[config.mk]
export PLATFORM = sky130hd
export DESIGN_NAME = mrc_judge
export DESIGN_NICKNAME = d
export VERILOG_FILES = /design/src/rtl/mrc_pkg.sv /design/src/rtl/mrc_judge.sv
export SDC_FILE = /design/constraint.sdc
export NUM_CORES = 1
export LEC_CHECK = 0
export ABC_AREA = 1
export ABC_CLOCK_PERIOD_IN_PS = 2500
export BUFFER_PORTS_ARGS = -buffer_cell sky130_fd_sc_hd__clkbuf_2
export CAP_MARGIN = 10
export CORE_MARGIN = 4
export CORE_UTILIZATION = 52
export DETAILED_ROUTE_END_ITERATION = 8
export PLACE_DENSITY = 0.91
export REMOVE_ABC_BUFFERS = 1
export SLEW_MARGIN = 20
export SYNTH_ARGS = -nofsm -noshare
export SYNTH_HDL_FRONTEND = slang
export SYNTH_SLANG_ARGS = --single-unit
[constraint.sdc]
create_clock -name vclk -period 2.5
set_input_delay 0.375 -clock vclk [all_inputs]
set_output_delay 0.375 -clock vclk [all_outputs]
set_load 0.005 [all_outputs]
[src/rtl/mrc_pkg.sv]
// ----------------------------------------------------------------------------
// mrc_pkg
// Shared types, constants and the CRC-16 byte update for the Modbus RTU
// request checker.
// ----------------------------------------------------------------------------
package mrc_pkg;

    localparam int unsigned LEN_W = 9;
    localparam logic [15:0] CRC_INIT = 16'hFFFF;
    localparam logic [15:0] CRC_POLY = 16'hA001;
    localparam logic [15:0] COIL_ON  = 16'hFF00;
    localparam logic [15:0] COIL_OFF = 16'h0000;

    localparam logic [15:0] MAX_READ_BITS   = 16'd2000;
    localparam logic [15:0] MAX_READ_REGS   = 16'd125;
    localparam logic [15:0] MAX_WRITE_BITS  = 16'd1968;
    localparam logic [15:0] MAX_WRITE_REGS  = 16'd123;

    // Frame lengths including the two CRC bytes.
    localparam logic [LEN_W-1:0] LEN_MIN        = 9'd4;
    localparam logic [LEN_W-1:0] LEN_FIXED      = 9'd8;
    localparam logic [LEN_W-1:0] LEN_MIN_WBITS  = 9'd10;
    localparam logic [LEN_W-1:0] LEN_MIN_WREGS  = 9'd11;

    localparam logic [7:0] FC_READ_COILS      = 8'd1;
    localparam logic [7:0] FC_READ_DISCRETE   = 8'd2;
    localparam logic [7:0] FC_READ_HOLDING    = 8'd3;
    localparam logic [7:0] FC_READ_INPUT      = 8'd4;
    localparam logic [7:0] FC_WRITE_COIL      = 8'd5;
    localparam logic [7:0] FC_WRITE_REG       = 8'd6;
    localparam logic [7:0] FC_WRITE_COILS     = 8'd15;
    localparam logic [7:0] FC_WRITE_REGS      = 8'd16;

    typedef enum logic [2:0] {
        V_ACCEPT      = 3'd0,
        V_TOO_SHORT   = 3'd1,
        V_CRC_BAD     = 3'd2,
        V_OTHER_STN   = 3'd3,
        V_ILLEGAL_FN  = 3'd4,
        V_ILLEGAL_VAL = 3'd5,
        V_OVERFLOW    = 3'd6
    } t_verdict;

    // Frame summary handed from the frame tracker to the verdict logic.
    typedef struct packed {
        logic             overflow;
        logic             crc_match;
        logic [LEN_W-1:0] length;
        logic [7:0]       address;
        logic [7:0]       func;
        logic [15:0]      quantity;
        logic [7:0]       count;
    } t_frame_sum;

    // One byte of the reflected CRC-16 update, unrolled over eight bits.
    function automatic logic [15:0] crc_feed(input logic [15:0] c, input logic [7:0] b);
        logic [15:0] v;
        v = c ^ {8'h00, b};
        for (int i = 0; i < 8; i++) begin
            v = v[0] ? ((v >> 1) ^ CRC_POLY) : (v >> 1);
        end
        return v;
    endfunction

endpackage

[src/rtl/mrc_judge.sv]
// ----------------------------------------------------------------------------
// mrc_judge
// Verdict for one finished frame from its summary and the station address.
// ----------------------------------------------------------------------------
module mrc_judge
    import mrc_pkg::*;
(
    input  t_frame_sum i_sum,
    input  logic [7:0] i_station,
    output t_verdict   o_verdict
);

    logic        qty_nonzero;
    logic        len_fixed;
    logic [16:0] bits_bytes;
    logic [16:0] regs_bytes;
    t_verdict    fn_verdict;

    assign qty_nonzero = (i_sum.quantity != 16'd0);
    assign len_fixed   = (i_sum.length == LEN_FIXED);
    // Byte count expected for multiple writes: ceil(q/8) for coils, 2q for registers.
    assign bits_bytes  = ({1'b0, i_sum.quantity} + 17'd7) >> 3;
    assign regs_bytes  = {i_sum.quantity, 1'b0};

    always_comb begin
        case (i_sum.func)
            FC_READ_COILS, FC_READ_DISCRETE: begin
                fn_verdict = (len_fixed && qty_nonzero && i_sum.quantity <= MAX_READ_BITS)
                           ? V_ACCEPT : V_ILLEGAL_VAL;
            end
            FC_READ_HOLDING, FC_READ_INPUT: begin
                fn_verdict = (len_fixed && qty_nonzero && i_sum.quantity <= MAX_READ_REGS)
                           ? V_ACCEPT : V_ILLEGAL_VAL;
            end
            FC_WRITE_COIL: begin
                fn_verdict = (len_fixed && (i_sum.quantity == COIL_OFF
                                            || i_sum.quantity == COIL_ON))
                           ? V_ACCEPT : V_ILLEGAL_VAL;
            end
            FC_WRITE_REG: begin
                fn_verdict = len_fixed ? V_ACCEPT : V_ILLEGAL_VAL;
            end
            FC_WRITE_COILS: begin
                fn_verdict = (i_sum.length >= LEN_MIN_WBITS && qty_nonzero
                              && i_sum.quantity <= MAX_WRITE_BITS
                              && bits_bytes == {9'd0, i_sum.count})
                           ? V_ACCEPT : V_ILLEGAL_VAL;
            end
            FC_WRITE_REGS: begin
                fn_verdict = (i_sum.length >= LEN_MIN_WREGS && qty_nonzero
                              && i_sum.quantity <= MAX_WRITE_REGS
                              && regs_bytes == {9'd0, i_sum.count})
                           ? V_ACCEPT : V_ILLEGAL_VAL;
            end
            default: begin
                fn_verdict = V_ILLEGAL_FN;
            end
        endcase
    end

    always_comb begin
        if (i_sum.overflow) begin
            o_verdict = V_OVERFLOW;
        end else if (i_sum.length < LEN_MIN) begin
            o_verdict = V_TOO_SHORT;
        end else if (!i_sum.crc_match) begin
            o_verdict = V_CRC_BAD;
        end else if (i_sum.address != i_station) begin
            o_verdict = V_OTHER_STN;
        end else begin
            o_verdict = fn_verdict;
        end
    end

endmodule

==> Word level (Yosys, flattened, before mapping) <==
Index checks and enable logic that the tools add are counted.
{ "totals": {"out_inout_bits": 3, "romBits": 0, "in_bits": 59, "latch_bits": 0, "mem_count": 0, "regBits": 0, "ram_bits": 0, "elab_cells": 47} }
{ "classes": {"n_lt_le_gt_ge": 7, "shifts": 0, "add_sub_neg": 1, "mux": 11, "n_bitwise": 0, "n_mul": 0, "eq_ne": 13, "n_reduce_logical": 15, "n_div": 0} }
{ "ops": {"columns": ["operator", "count"], "rows": [
  ["16-bit by 11-bit <= comparator with 1-bit output (second input constant)", 2],
  ["16-bit by 7-bit <= comparator with 1-bit output (second input constant)", 2],
  ["3-bit 2-to-1 mux", 10],
  ["8-bit by 3-bit == test with 1-bit output (second input constant)", 3],
  ["9-bit by 4-bit >= comparator with 1-bit output (second input constant)", 2],
  ["3-bit one-hot mux with 6 select lines", 1],
  ["16-bit by 3-bit adder with 17-bit output (second input constant)", 1],
  ["17-bit by 8-bit == test with 1-bit output", 1],
  ["16-bit == test (second input constant)", 1],
  ["8-bit by 2-bit == test with 1-bit output (second input constant)", 2],
  ["16-bit logical NOT", 1],
  ["16-bit nonzero test", 1],
  ["14-bit by 8-bit == test with 1-bit output", 1],
  ["1-bit logical AND", 10],
  ["9-bit by 4-bit == test with 1-bit output (second input constant)", 1],
  ["9-bit by 3-bit less-than comparator with 1-bit output (second input constant)", 1],
  ["8-bit by 1-bit == test with 1-bit output (second input constant)", 1],
  ["8-bit by 4-bit == test with 1-bit output (second input constant)", 1],
  ["8-bit by 5-bit == test with 1-bit output (second input constant)", 1],
  ["8-bit inequality test", 1],
  ["2-bit OR reduction", 2],
  ["1-bit logical OR", 1]
]} }

==> Longest topological paths before layout <==
Gate-level depths: netlist of run 1.
{ "logic_depth": {"depth_word": 10, "ltp_mapped": 14, "depth_no_buf": 14} }

==> Worst setup path after synthesis of run 1 <==
No wires, ideal clock.
{ "synth_timing": {"path_kind": "in2out", "from": "in i_sum[15] (netlist bit)", "to": "out o_verdict[2]", "arrival_time_ns": 1.489, "n_path_buf": 1, "stages": 14, "setup_slack_ns": 0.636, "required_time_ns": 2.125, "cell_sequence": "buf_2 > nand2_1 > nor2_1 > nand2_1 > nor2_1 > nand2_1 > nand2_1 > nand2_1 > nor2_1 > nand3_1 > o21bai_2 > o211ai_1 > nand2_1 > nand2_1"} }
{ "synth_via": {"elab_chain_len": 10, "elab_cells_between_ends": 31, "classes_between": "1 x add/sub; 4 x order compare; 3 x eq/ne; 10 x mux; 13 x reduce/logical"} }
{ "synth_lines": {"columns": ["element", "line_no", "text"], "rows": [
  ["start, declared", "mrc_judge.sv:8", "input t_frame_sum i_sum,"],
  ["parallel branches: the longest is 5 deep, another holds 16-bit by 3-bit adder with 17-bit output", null, null],
  ["3-bit one-hot mux with 6 select lines *", "mrc_judge.sv:26", "case (i_sum.func)"],
  ["3-bit 2-to-1 mux *", "mrc_judge.sv:68", "end else if (i_sum.address != i_station) begin"],
  ["3-bit 2-to-1 mux *", "mrc_judge.sv:66", "end else if (!i_sum.crc_match) begin"],
  ["3-bit 2-to-1 mux *", "mrc_judge.sv:64", "end else if (i_sum.length < LEN_MIN) begin"],
  ["3-bit 2-to-1 mux *", "mrc_judge.sv:62", "if (i_sum.overflow) begin"],
  ["end, declared", "mrc_judge.sv:10", "output t_verdict o_verdict"]
]} }
Mark *: on every way between the ends.

==> Final worst setup path of run 1 <==
{ "layout_timing": {"from": "in i_sum[45] (netlist bit)", "to": "out o_verdict[2]"} }
{ "layout_via": {"elab_chain_len": 10, "elab_cells_between_ends": 25, "classes_between": "3 x order compare; 1 x eq/ne; 11 x mux; 10 x reduce/logical"} }
{ "layout_lines": {"columns": ["element", "line_no"], "rows": [
  ["9-bit by 4-bit >= comparator with 1-bit output, on equally long branches", "mrc_judge.sv:50, mrc_judge.sv:44"],
  ["1-bit logical AND, on equally long branches", "mrc_judge.sv:50, mrc_judge.sv:44"],
  ["1-bit logical AND, on equally long branches", "mrc_judge.sv:51, mrc_judge.sv:45"],
  ["1-bit logical AND, on equally long branches", "mrc_judge.sv:52, mrc_judge.sv:46"],
  ["3-bit 2-to-1 mux, on equally long branches", "mrc_judge.sv:53, mrc_judge.sv:47"],
  ["3-bit one-hot mux with 6 select lines", "mrc_judge.sv:26"],
  ["3-bit 2-to-1 mux", "mrc_judge.sv:68"],
  ["3-bit 2-to-1 mux", "mrc_judge.sv:66"],
  ["3-bit 2-to-1 mux *", "mrc_judge.sv:64"],
  ["3-bit 2-to-1 mux *", "mrc_judge.sv:62"]
]} }
Mark *: on every way between the ends. The rest lies on a longest branch, timed or not.

==> results of run 1 <==
cells by family (layout without fill, tap and decap cells):
logic type	after synthesis	in the layout
AO/OA/AOI/OAI	20	20
AND/OR/NAND/NOR	171	171
buffers and inverters	33	93
XOR/XNOR	16	16
synth_stat cells:
cell and count:
nand2_1 80, xor2_1 12, xnor2_1 4, nor2_1 46, o211ai_1 3, inv_1 26, nand3_1 15, clkinv_1 1
nand3b_1 3, o21a_1 1, o21bai_2 1, nand3_4 1, nand2_4 1, a21oi_1 6, nor3_1 7, o21bai_1 2
o22ai_1 1, nor2_4 1, nand4_1 7, clkinv_4 1, nor4_1 4, buf_2 1, o21ai_1 2, or2_0 1
nand2_2 3, buf_4 1, inv_2 3, nor2_2 1, o21ai_0 4, nand3_2 1
worst paths after layout:
check	startpoint	to	slack, ns	cells after the start
setup / recovery	i_sum[45]	o_verdict[2]	0.25	12
hold / removal	i_sum[50]	o_verdict[0]	0.97	3
final cells by class:
type | count | area, sq um | share of cell area, %
Tap cell | 27 | 33.8 | 2.28
Timing Repair Buffer | 62 | 310 | 20.9
Multi-Input combinational cell | 207 | 1020 | 68.6
Inverter | 31 | 121 | 8.18
through the flow:
| step | utilization, % | instance area (sq um) |
|---|---|---|
| 2_1_floorplan | - | 1140 |
| 3_3_place_gp | 72.7 | 1480 |
| 3_5_place_dp | 72.7 | 1480 |
| 4_1_cts | 72.7 | 1480 |
| 5_1_grt | 72.7 | 1480 |
| 6_report | 72.7 | 1480 |
cell usage in the layout (no fill, tap or decap), types with 4 or more instances in the layout:
cell type,netlist,routed
o21ai_0,4,4
xnor2_1,4,4
a21oi_1,6,6
nor2_1,46,46
clkbuf_2,0,62
nor4_1,4,4
inv_1,26,26
nand2_1,80,80
nand3_1,15,15
xor2_1,12,12
nor3_1,7,7
nand4_1,7,7
layer usage:
| metal | up-vias | wire, um | share of wire, % | GRT usage, % |
|---|---|---|---|---|
| met5 | - | 0 | 0 | 0 |
| met4 | 0 | 0 | 0 | 0.405 |
| met3 | 0 | 327 | 9.5 | 0.804 |
| met2 | 62 | 1600 | 47 | 38.4 |
| met1 | 709 | 1510 | 44 | 32.7 |
| li1 | 895 | - | - | - |
power by group:
group          leakage (nW)  switching (W)  internal [W]
registers                 0              0             0
logic                 0.827       0.000108     0.0000786
clock network             0              0             0
total                 0.827       0.000108     0.0000786
==> metrics.md, run 1 <==
| Metric | Value |
|---|---|
| Status | finished, final reports clean |
| Overall Global Routing Usage | 22.4% |
| Worst hold path type | in2out |
| Slew Limit Fails | 0 |
| Initial DRT Pass Iterations | 4 |
| Post-Synth Simple-Gate Area | 65.6% |
| Post-synth top area cell | nand2_1 |
| XOR/XNOR Fraction of Synth Area | 12.2% |
| Arr. time, crit path | 1.87 ns |
| Crit Path Category | in2out |
| Period utilization | 89.8% |
| # resized after CTS | 0 |
| Detailed Place HPWL | 3070 um |
| Die area | 0.00303 sq mm |
| Mux share of post-synthesis cell area | 0% |
| Leak | 0.827 nW |
| CP Data Required Time | 2.12 ns |
| Gpl congestion | 0.924 |
| Initial antenna violation count | 0 |
| Pwr/cell area | 126 mW/mm^2 |
| Post-DR wirelength/cell | 10.5 um |
| Max stage delay on crit path | 0.38 ns |
| RSZ-0062 raised after global routing | no |
| VDD IR max | 113 uV |
| Synth Area in Compound Gates | 10.6% |
| Synth Area in Adders | 0% |
| Port-buffer cells | 62 |
| Share of layout cells above drive strength 1 | 25.0% |
| Max Cap Viol | 0 |
| Initial Utilization | 56.4% |
| Vert. Die Dim | 55.1 um |
| Largest family of logic cells by synthesized area | simple AND/OR/NAND/NOR gates |
| Crit path launch type | input pin |
| Largest net degree at the start of global routing | 10 |
| Rel. slew slack | 71.4% |
| Routed Antenna Nets | 0 |
| Crit Path Max Fanout | 3 |
| Dominant cells by area after synthesis | nand2_1 26%, nor2_1 15%, xor2_1 9.1% |
| Seq/Total Area, Yosys | 0% |
| Most used cell, CP | nand2_1 |
| # diodes | 0 |
| Post-CTS Setup Bufs | 0 |
| Worst hold slack | 0.971 ns |
| FFs & Latches | 0 |
| Pre-CTS setup slack | 0.280 ns |
| Fmax | 445 MHz |
| Layout overhead on the synthesized area | 28.8% |
| Worst Tran Pin Value | 0.426 ns |
| Post-Synthesis Cell Area | 0.00115 sq mm |
| Fin crit period | 2.25 ns |
| Fillers | 230 |
| Ports | 62 |
| Placed Cells | 327 |
| CP bufs+invs | 2 |
| Drt drc | 0 |
| Fin cells | 327 |
| Post-synthesis cell type count | 30 |
| Final Setup Violations | 0 |
| Core footprint | 0.00204 sq mm |
| First-pass GRT wire length | 5220 um |
| Final WS setup | 0.255 ns |
| Routed via count | 1666 |
| Critical Path Sink Type | output port |
| Syn. warnings | 0 |
| Final WL | 3440 um |
| Hold_buf cts | 0 |
| Clock buffer count | 0 |
| Final total power | 0.000186 W |
| Final Hold Viols | 0 |
| Synthesized instance count | 240 |
| Delay-heaviest family, CP | simple AND/OR/NAND/NOR gates |
| Initial DRC count | 60 |
| Fin nets | 361 |
| Crit path cell chain | clkbuf_2, nor2_1, nand2_1, nor3_1, nand2_1, o21bai_1, nand2_1, nor2_1, o211ai_1, nand2_1, nand2_1, clkbuf_2 |
| Number of vias per cell | 5.09 |
| Total gr overflow | 0 |
| Synth top area share | 26.1% |
| CP max-delay cell | nor3_1 |
| Post-synthesis area per instance | 4.80 sq um |
| Die Wd | 55.1 um |
| Register area | 0 sq um |
| # rows | 16 |
| Vias in the first global route | 1290 |
| Final setup TNS | 0 ns |
Power figures use the tool's default switching activity.
==> run 2: changes to the inputs <==
--- a/config.mk
+++ b/config.mk
@@ -5,12 +5,12 @@
 export SDC_FILE = /design/constraint.sdc
 export NUM_CORES = 1
 export LEC_CHECK = 0
-export ABC_AREA = 1
+export ABC_AREA = 0
 export ABC_CLOCK_PERIOD_IN_PS = 2500
 export BUFFER_PORTS_ARGS = -buffer_cell sky130_fd_sc_hd__clkbuf_2
 export CAP_MARGIN = 10
 export CORE_MARGIN = 4
-export CORE_UTILIZATION = 52
+export CORE_UTILIZATION = 47
 export DETAILED_ROUTE_END_ITERATION = 8
 export PLACE_DENSITY = 0.91
 export REMOVE_ABC_BUFFERS = 1
==> run 2 against run 1 <==
The flow now finishes with violations (negative setup slack). Sequential share of layout area unchanged. Critical path type unchanged. Fmax down 21%. Worst setup slack worse by 0.60 ns. Total power up 8.3%. Largest cell class unchanged. Non-clock buffer count up 23. Synthesized cell count down 43%. Routed wire length up 9.4%.
==> metrics.md, run 2 <==
| Metric | Value |
|---|---|
| Final WS setup | -0.350 ns (-0.605 ns) |
| Hold_buf cts | 0 (unchanged) |
| Multi-input gate area | 876 sq um (-14%) |
| Crit Path Max Fanout | 2 (-1) |
| Uppermost routed layer | met4 |
| Commonest cells after routing, fill and taps aside | 59 x clkbuf_2, 23 x buf_4, 19 x xnor2_1, 16 x nand2_1 |
| Routed Antenna Nets | 0 (unchanged) |
| Post-Synth Simple-Gate Area | 47.6% (-18 points) |
| Delay-heaviest family, CP | simple AND/OR/NAND/NOR gates |
| Dominant cells by area after synthesis | xnor2_1 20%, nand2_1 7.0%, nor3_1 6.5% |
| Period utilization | 114% (+24 points) |
| Core footprint | 0.00173 sq mm (-15%) |
| Slew Limit Fails | 0 (unchanged) |
| XOR/XNOR Fraction of Synth Area | 24.7% (+13 points) |
| Routed via count | 1486 (-11%) |
| Layout overhead on the synthesized area | 64.8% |
| Total gr overflow | 0 (unchanged) |
| FFs & Latches | 0 (unchanged) |
| Rel. slew slack | 69.0% (-2.4 points) |
| CP Launch Point | i_sum[21] |
| Post-synth top cells | 19 x xnor2_1, 16 x nand2_1, 11 x nor2_1, 11 x nor3_1, 9 x nand3_1 |
| Seq/Total Area, Yosys | 0% (unchanged) |
| Vert. Die Dim | 50.6 um (-8.2%) |
| Synthesized instance count | 137 (-43%) |
| Routed wl met2 | 1860 um (+16%) |
| Max Cap Viol | 0 (unchanged) |
| Overall Global Routing Usage | 28.0% (+5.6 points) |
| Max stage delay on crit path | 0.52 ns (+0.14 ns) |
| CP max-delay cell | or4_4 |
| Initial Utilization | 49.3% (-7.1 points) |
| Synth top area share | 19.5% (-6.5 points) |
| Crit Path Category | in2out |
| Finished Cell Area | 0.00140 sq mm (-5.4%) |
| Port-buffer cells | 62 (unchanged) |
| Die area | 0.00256 sq mm (-16%) |
| Final WL | 3770 um (+9.4%) |
| # rows | 15 (-1) |
| Synth Area in Compound Gates | 25.4% (+15 points) |
| Drt drc | 0 (unchanged) |
| Failing checks | negative setup slack |
| Number of vias per cell | 6.09 (+20%) |
| VDD IR max | 102 uV (-9.2%) |
| Crit path cell chain | buf_6, or3_4, or3_4, or4_4, o221ai_2, a21oi_2, nor4_2, a21oi_1, buf_2 |
| Post-Synthesis Cell Area | 852 sq um (-26%) |
| Leak | 0.620 nW (-25%) |
| Post-synth top area cell | xnor2_1 |
| Top-count cell post-synth | xnor2_1 |
| Arr. time, crit path | 2.48 ns (+0.61 ns) |
| Final setup TNS | -0.543 ns (-0.543 ns) |
| Die Wd | 50.6 um (-8.2%) |
| Post-DR wirelength/cell | 15.4 um (+47%) |
| CP bufs+invs | 2 (unchanged) |
| Detailed Place HPWL | 3070 um (about the same) |
| Final Hold Viols | 0 (unchanged) |
| Clock buffer count | 0 (unchanged) |
| Crit path launch type | input pin |
| Met3 Wirelength | 377 um (+15%) |
| Mux share of post-synthesis cell area | 0% (unchanged) |
| Fmax | 351 MHz (-21%) |
| Most used cell, CP | or3_4 |
| Worst hold slack | 1.08 ns (+0.111 ns) |
| WL met1 | 1360 um (-10%) |
| Fillers | 136 (-41%) |
| Status | finished, violations left |
| Gpl congestion | 0.862 (-6.7%) |
| RSZ-0062 raised after global routing | yes |
| Critical path endpoint | o_verdict[2] |
| Vias in the first global route | 1401 (+8.6%) |
| Fin crit period | 2.85 ns (+0.605 ns) |
| Final Setup Violations | 2 (+2) |
| Post-synthesis cell type count | 36 (+20%) |
| Register area | 0 sq um (unchanged) |
| Critical Path Sink Type | output port |
| First-pass GRT wire length | 5790 um (+11%) |
| Share of layout cells above drive strength 1 | 43.8% (+19 points) |
| Worst hold path type | in2out |
| Fin nets | 280 (-22%) |
| Largest family of logic cells by synthesized area | simple AND/OR/NAND/NOR gates |
| Initial antenna violation count | 0 (unchanged) |
| Most common cell after layout, fill and taps aside | clkbuf_2 |
| Syn. warnings | 0 (unchanged) |
| Critical Path Stages | 9 (-3) |
| Ports | 62 (unchanged) |
| Initial DRT Pass Iterations | 5 (+1) |
| Synth Area in Adders | 0% (unchanged) |
| # diodes | 0 (unchanged) |
| Pwr/cell area | 144 mW/mm^2 (+14%) |
| Largest net degree at the start of global routing | 8 (-2) |
| Post-synthesis area per instance | 6.22 sq um (+30%) |
| Placed cell area | 0.00134 sq mm (-9.8%) |
| CP Data Required Time | 2.12 ns (about the same) |
| Worst Tran Pin Value | 0.462 ns (+0.0358 ns) |
| Initial DRC count | 67 (+12%) |
==> run 2: cell types whose count changed in the layout (fill, tap and decap cells not counted), moves of 7 or more <==
cell	previous run	this run
xor2_1	12	5
nor2_1	46	11
buf_4	0	23
xnor2_1	4	19
nand2_1	80	16
inv_1	26	2
==> run 2: timing repair <==
item                                    4_1_cts  5_1_grt
gates resized for setup                       1       11
buffers inserted                              2        0
pin swaps                                     1        6
endpoints found under the setup margin        2        2
==> run 2: layer usage <==
metal / up-vias / track usage (%)
li1: 688 / -
met1: 660 / 32.6
met2: 118 / 53.7
met3: 20 / 2.37
met4: 0 / 7.17
met5: - / 0
==> run 2: how the worst min path moves through the flow <==
stage,startpoint,endpoint,slack (ns),cells past startpoint
global placement,i_sum[50],o_verdict[0],1.06,3
finish,i_sum[50],o_verdict[1],1.08,3
floorplan,i_sum[50],o_verdict[0],0.82,1
CTS,i_sum[50],o_verdict[1],1.07,3
global route,i_sum[50],o_verdict[1],1.10,3
detailed placement,i_sum[50],o_verdict[1],1.07,3
==> run 2: cell families after synthesis <==
group,Yosys count
buffers and inverters,5
XOR/XNOR,24
AO/OA/AOI/OAI,33
AND/OR/NAND/NOR,75
==> run 2: report_power, final <==
group | switching, W | total [W] | internal (W)
clock | 0 | 0 | 0
combinational | 0.000100 | 0.000202 | 0.000102
sequential | 0 | 0 | 0
total | 0.000100 | 0.000202 | 0.000102
==> run 2: cell type report <==
cell class	instances	area share [%]
inverter	2	0.535
multi-input combinational	132	62.4
tap	25	2.23
timing repair buffer	85	34.8
==> run 2: stage by stage <==
step | total power, W | util (%) | cells | setup WS (ns)
2_1_floorplan | 0.0000767 | - | 134 | 0.0592
3_3_place_gp | 0.000179 | 77.5 | 242 | -0.182
3_5_place_dp | 0.000189 | 77.5 | 242 | -0.249
4_1_cts | 0.000192 | 78.7 | 244 | -0.230
5_1_grt | 0.000219 | 81.3 | 244 | -0.365
6_report | 0.000202 | 81.3 | 244 | -0.350
==> run 3: changes to the inputs <==
--- a/config.mk
+++ b/config.mk
@@ -6,13 +6,13 @@
 export NUM_CORES = 1
 export LEC_CHECK = 0
 export ABC_AREA = 0
-export ABC_CLOCK_PERIOD_IN_PS = 2500
+export ABC_CLOCK_PERIOD_IN_PS = 2400
 export BUFFER_PORTS_ARGS = -buffer_cell sky130_fd_sc_hd__clkbuf_2
 export CAP_MARGIN = 10
 export CORE_MARGIN = 4
-export CORE_UTILIZATION = 47
+export CORE_UTILIZATION = 39
 export DETAILED_ROUTE_END_ITERATION = 8
-export PLACE_DENSITY = 0.91
+export PLACE_DENSITY = 0.81
 export REMOVE_ABC_BUFFERS = 1
 export SLEW_MARGIN = 20
 export SYNTH_ARGS = -nofsm -noshare
==> constraint.sdc (replaced) <==
create_clock -name vclk -period 2.4
set_input_delay 0.36 -clock vclk [all_inputs]
set_output_delay 0.36 -clock vclk [all_outputs]
set_load 0.005 [all_outputs]
==> run 3 against run 2 <==
The run still ends with negative setup slack left. Sequential share of layout area unchanged. Utilization shrank 11 points. Combinational power up 2%. Hold slack worse by 0.024 ns. Worst setup slack better by 0.057 ns. First-iteration DRC count fell by 27%. Sequential cell count unchanged. Critical path depth unchanged. Total power is 1.9% higher. Routed wire length down 13%. Largest cell class unchanged.
==> metrics.md, run 3 (synthesis gave the netlist of run 2 again) <==
| Metric | Value |
|---|---|
| First-pass GRT wire length | 5200 um (-10%) |
| Crit Path Category | in2out |
| Fin cells | 252 (+3.3%) |
| Crit Path Max Fanout | 2 (unchanged) |
| Initial DRC count | 49 (-27%) |
| Pre-CTS setup slack | -0.377 ns (-0.128 ns) |
| Final Setup Violations | 2 (unchanged) |
| Detailed Place HPWL | 2860 um (-6.9%) |
| Met3 global-route usage | 1.09% (-1.3 points) |
| Gpl congestion | 0.924 (+7.2%) |
| Routed via count | 1381 (-7.1%) |
| Worst Hold End | o_verdict[1] |
| Clock buffer count | 0 (unchanged) |
| Final Hold Viols | 0 (unchanged) |
| Commonest cells after routing, fill and taps aside | 62 x clkbuf_2, 29 x buf_4, 19 x xnor2_1, 16 x nand2_1 |
| CP Data Required Time | 2.04 ns (-0.08 ns) |
| Max Cap Viol | 0 (unchanged) |
| Worst Tran Pin Value | 0.540 ns (+0.0783 ns) |
| VDD IR max | 85.3 uV (-17%) |
| Initial antenna violation count | 0 (unchanged) |
| Crit path launch type | input pin |
| # rows | 16 (+1) |
| FFs & Latches | 0 (unchanged) |
| Fillers | 176 (+29%) |
| Vert. Die Dim | 54.7 um (+8.2%) |
| Slew Limit Fails | 0 (unchanged) |
| Leak | 0.648 nW (+4.6%) |
| Pwr/cell area | 144 mW/mm^2 (about the same) |
| Failing checks | negative setup slack |
| Number of vias per cell | 5.48 (-10%) |
| Register area | 0 sq um (unchanged) |
| Initial DRT Pass Iterations | 4 (-1) |
| Initial Utilization | 42.1% (-7.2 points) |
| Critical Path Sink Type | output port |
| Arr. time, crit path | 2.33 ns (-0.15 ns) |
| Crit path cell chain | clkbuf_2, or3_4, or3_4, or4_4, o221ai_2, a21oi_2, nor4_2, a21oi_1, clkbuf_2 |
| Finished Cell Area | 0.00143 sq mm (+2.0%) |
| CP max-delay cell | or4_4 |
| Hold Startpoint | i_sum[50] |
| Routed Antenna Nets | 0 (unchanged) |
| Rel. slew slack | 63.7% (-5.3 points) |
| CP bufs+invs | 2 (unchanged) |
| Final setup TNS | -0.575 ns (-0.0320 ns) |
| Hold_buf cts | 0 (unchanged) |
| Delay-heaviest family, CP | simple AND/OR/NAND/NOR gates |
| Placed cell area | 0.00139 sq mm (+4.1%) |
| Final WL | 3270 um (-13%) |
| Fin crit period | 2.69 ns |
| Max stage delay on crit path | 0.54 ns (+0.02 ns) |
| Placed Cells | 251 (+3.7%) |
| Core footprint | 0.00202 sq mm (+17%) |
| Drt drc | 0 (unchanged) |
| Die area | 0.00300 sq mm (+17%) |
| Met2 Use GR | 41.5% (-12 points) |
| Period utilization | 112% |
| Worst hold path type | in2out |
| Fin nets | 286 (+2.1%) |
| Min-Delay Path Depth | 3 (unchanged) |
| Final WS setup | -0.293 ns (+0.0574 ns) |
| Most common cell after layout, fill and taps aside | clkbuf_2 |
| Layout overhead on the synthesized area | 68.0% |
| Post-DR wirelength/cell | 13.0 um (-16%) |
| GR Util met1 | 28.7% (-3.9 points) |
| Port-buffer cells | 62 (unchanged) |
| # diodes | 0 (unchanged) |
| Overall Global Routing Usage | 22.4% (-5.6 points) |
| Gr busiest metal | met2 |
| Status | finished, violations left |
| Fmax | 371 MHz |
| Vias in the first global route | 1330 (-5.1%) |
| Ports | 62 (unchanged) |
| Share of layout cells above drive strength 1 | 44.0% (+0.16 points) |
| RSZ-0062 raised after global routing | yes |
| Largest net degree at the start of global routing | 8 (unchanged) |
| Total gr overflow | 0 (unchanged) |
| Die Wd | 54.7 um (+8.2%) |
| Final total power | 0.000206 W (+1.9%) |
==> run 3: changes by cell type in the layout (fill, tap and decap cells not counted) <==
cell | previous run | this run
nor4_1 | 2 | 3
buf_6 | 1 | 0
clkbuf_2 | 59 | 62
a21oi_2 | 3 | 1
buf_4 | 23 | 29
nor4_2 | 2 | 1
a21oi_1 | 5 | 7
buf_2 | 2 | 0
==> run 3: metrics by stage <==
| stage | util, % | hold slack (ns) |
|---|---|---|
| floorplan | - | 0.789 |
| global placement | 68.9 | 1.03 |
| detailed placement | 68.9 | 1.04 |
| CTS | 69.6 | 1.04 |
| global route | 70.8 | 1.08 |
| finish | 70.8 | 1.06 |
==> run 3: how the worst max path moves through the flow <==
stage | startpoint | end | cells past startpoint
4_1_cts | i_sum[19] | o_verdict[2] | 9
5_1_grt | i_sum[12] | o_verdict[0] | 9
3_5_place_dp | i_sum[19] | o_verdict[2] | 9
6_report | i_sum[19] | o_verdict[2] | 9
2_1_floorplan | i_sum[19] | o_verdict[2] | 7
3_3_place_gp | i_sum[19] | o_verdict[2] | 9
==> run 3: per-layer routing <==
layer  wire length, um  share of wire [%]  up-vias
met5                 0                  0        -
met4                23               0.70        0
met3               267                8.2        2
met2              1590                 49       67
met1              1390                 42      612
li1                  -                  -      700
==> run 3: power breakdown <==
group	switching, W	internal (W)	total, W
Sequential	0	0	0
Combinational	0.0000970	0.000109	0.000206
Clock	0	0	0
Total	0.0000970	0.000109	0.000206
==> run 3: area by class of cell <==
type / count / area [sq um] / area share [%]
Timing Repair Buffer: 91 / 528 / 36.9
Inverter: 2 / 7.51 / 0.524
Multi-Input combinational cell: 132 / 862 / 60.2
Tap cell: 27 / 33.8 / 2.36
==> run 3: timing repair <==
item,CTS,global route
cloned,0,0
pin swaps,1,1
endpoints found under the setup margin,2,2
resized for setup,1,5
setup buffers,1,0
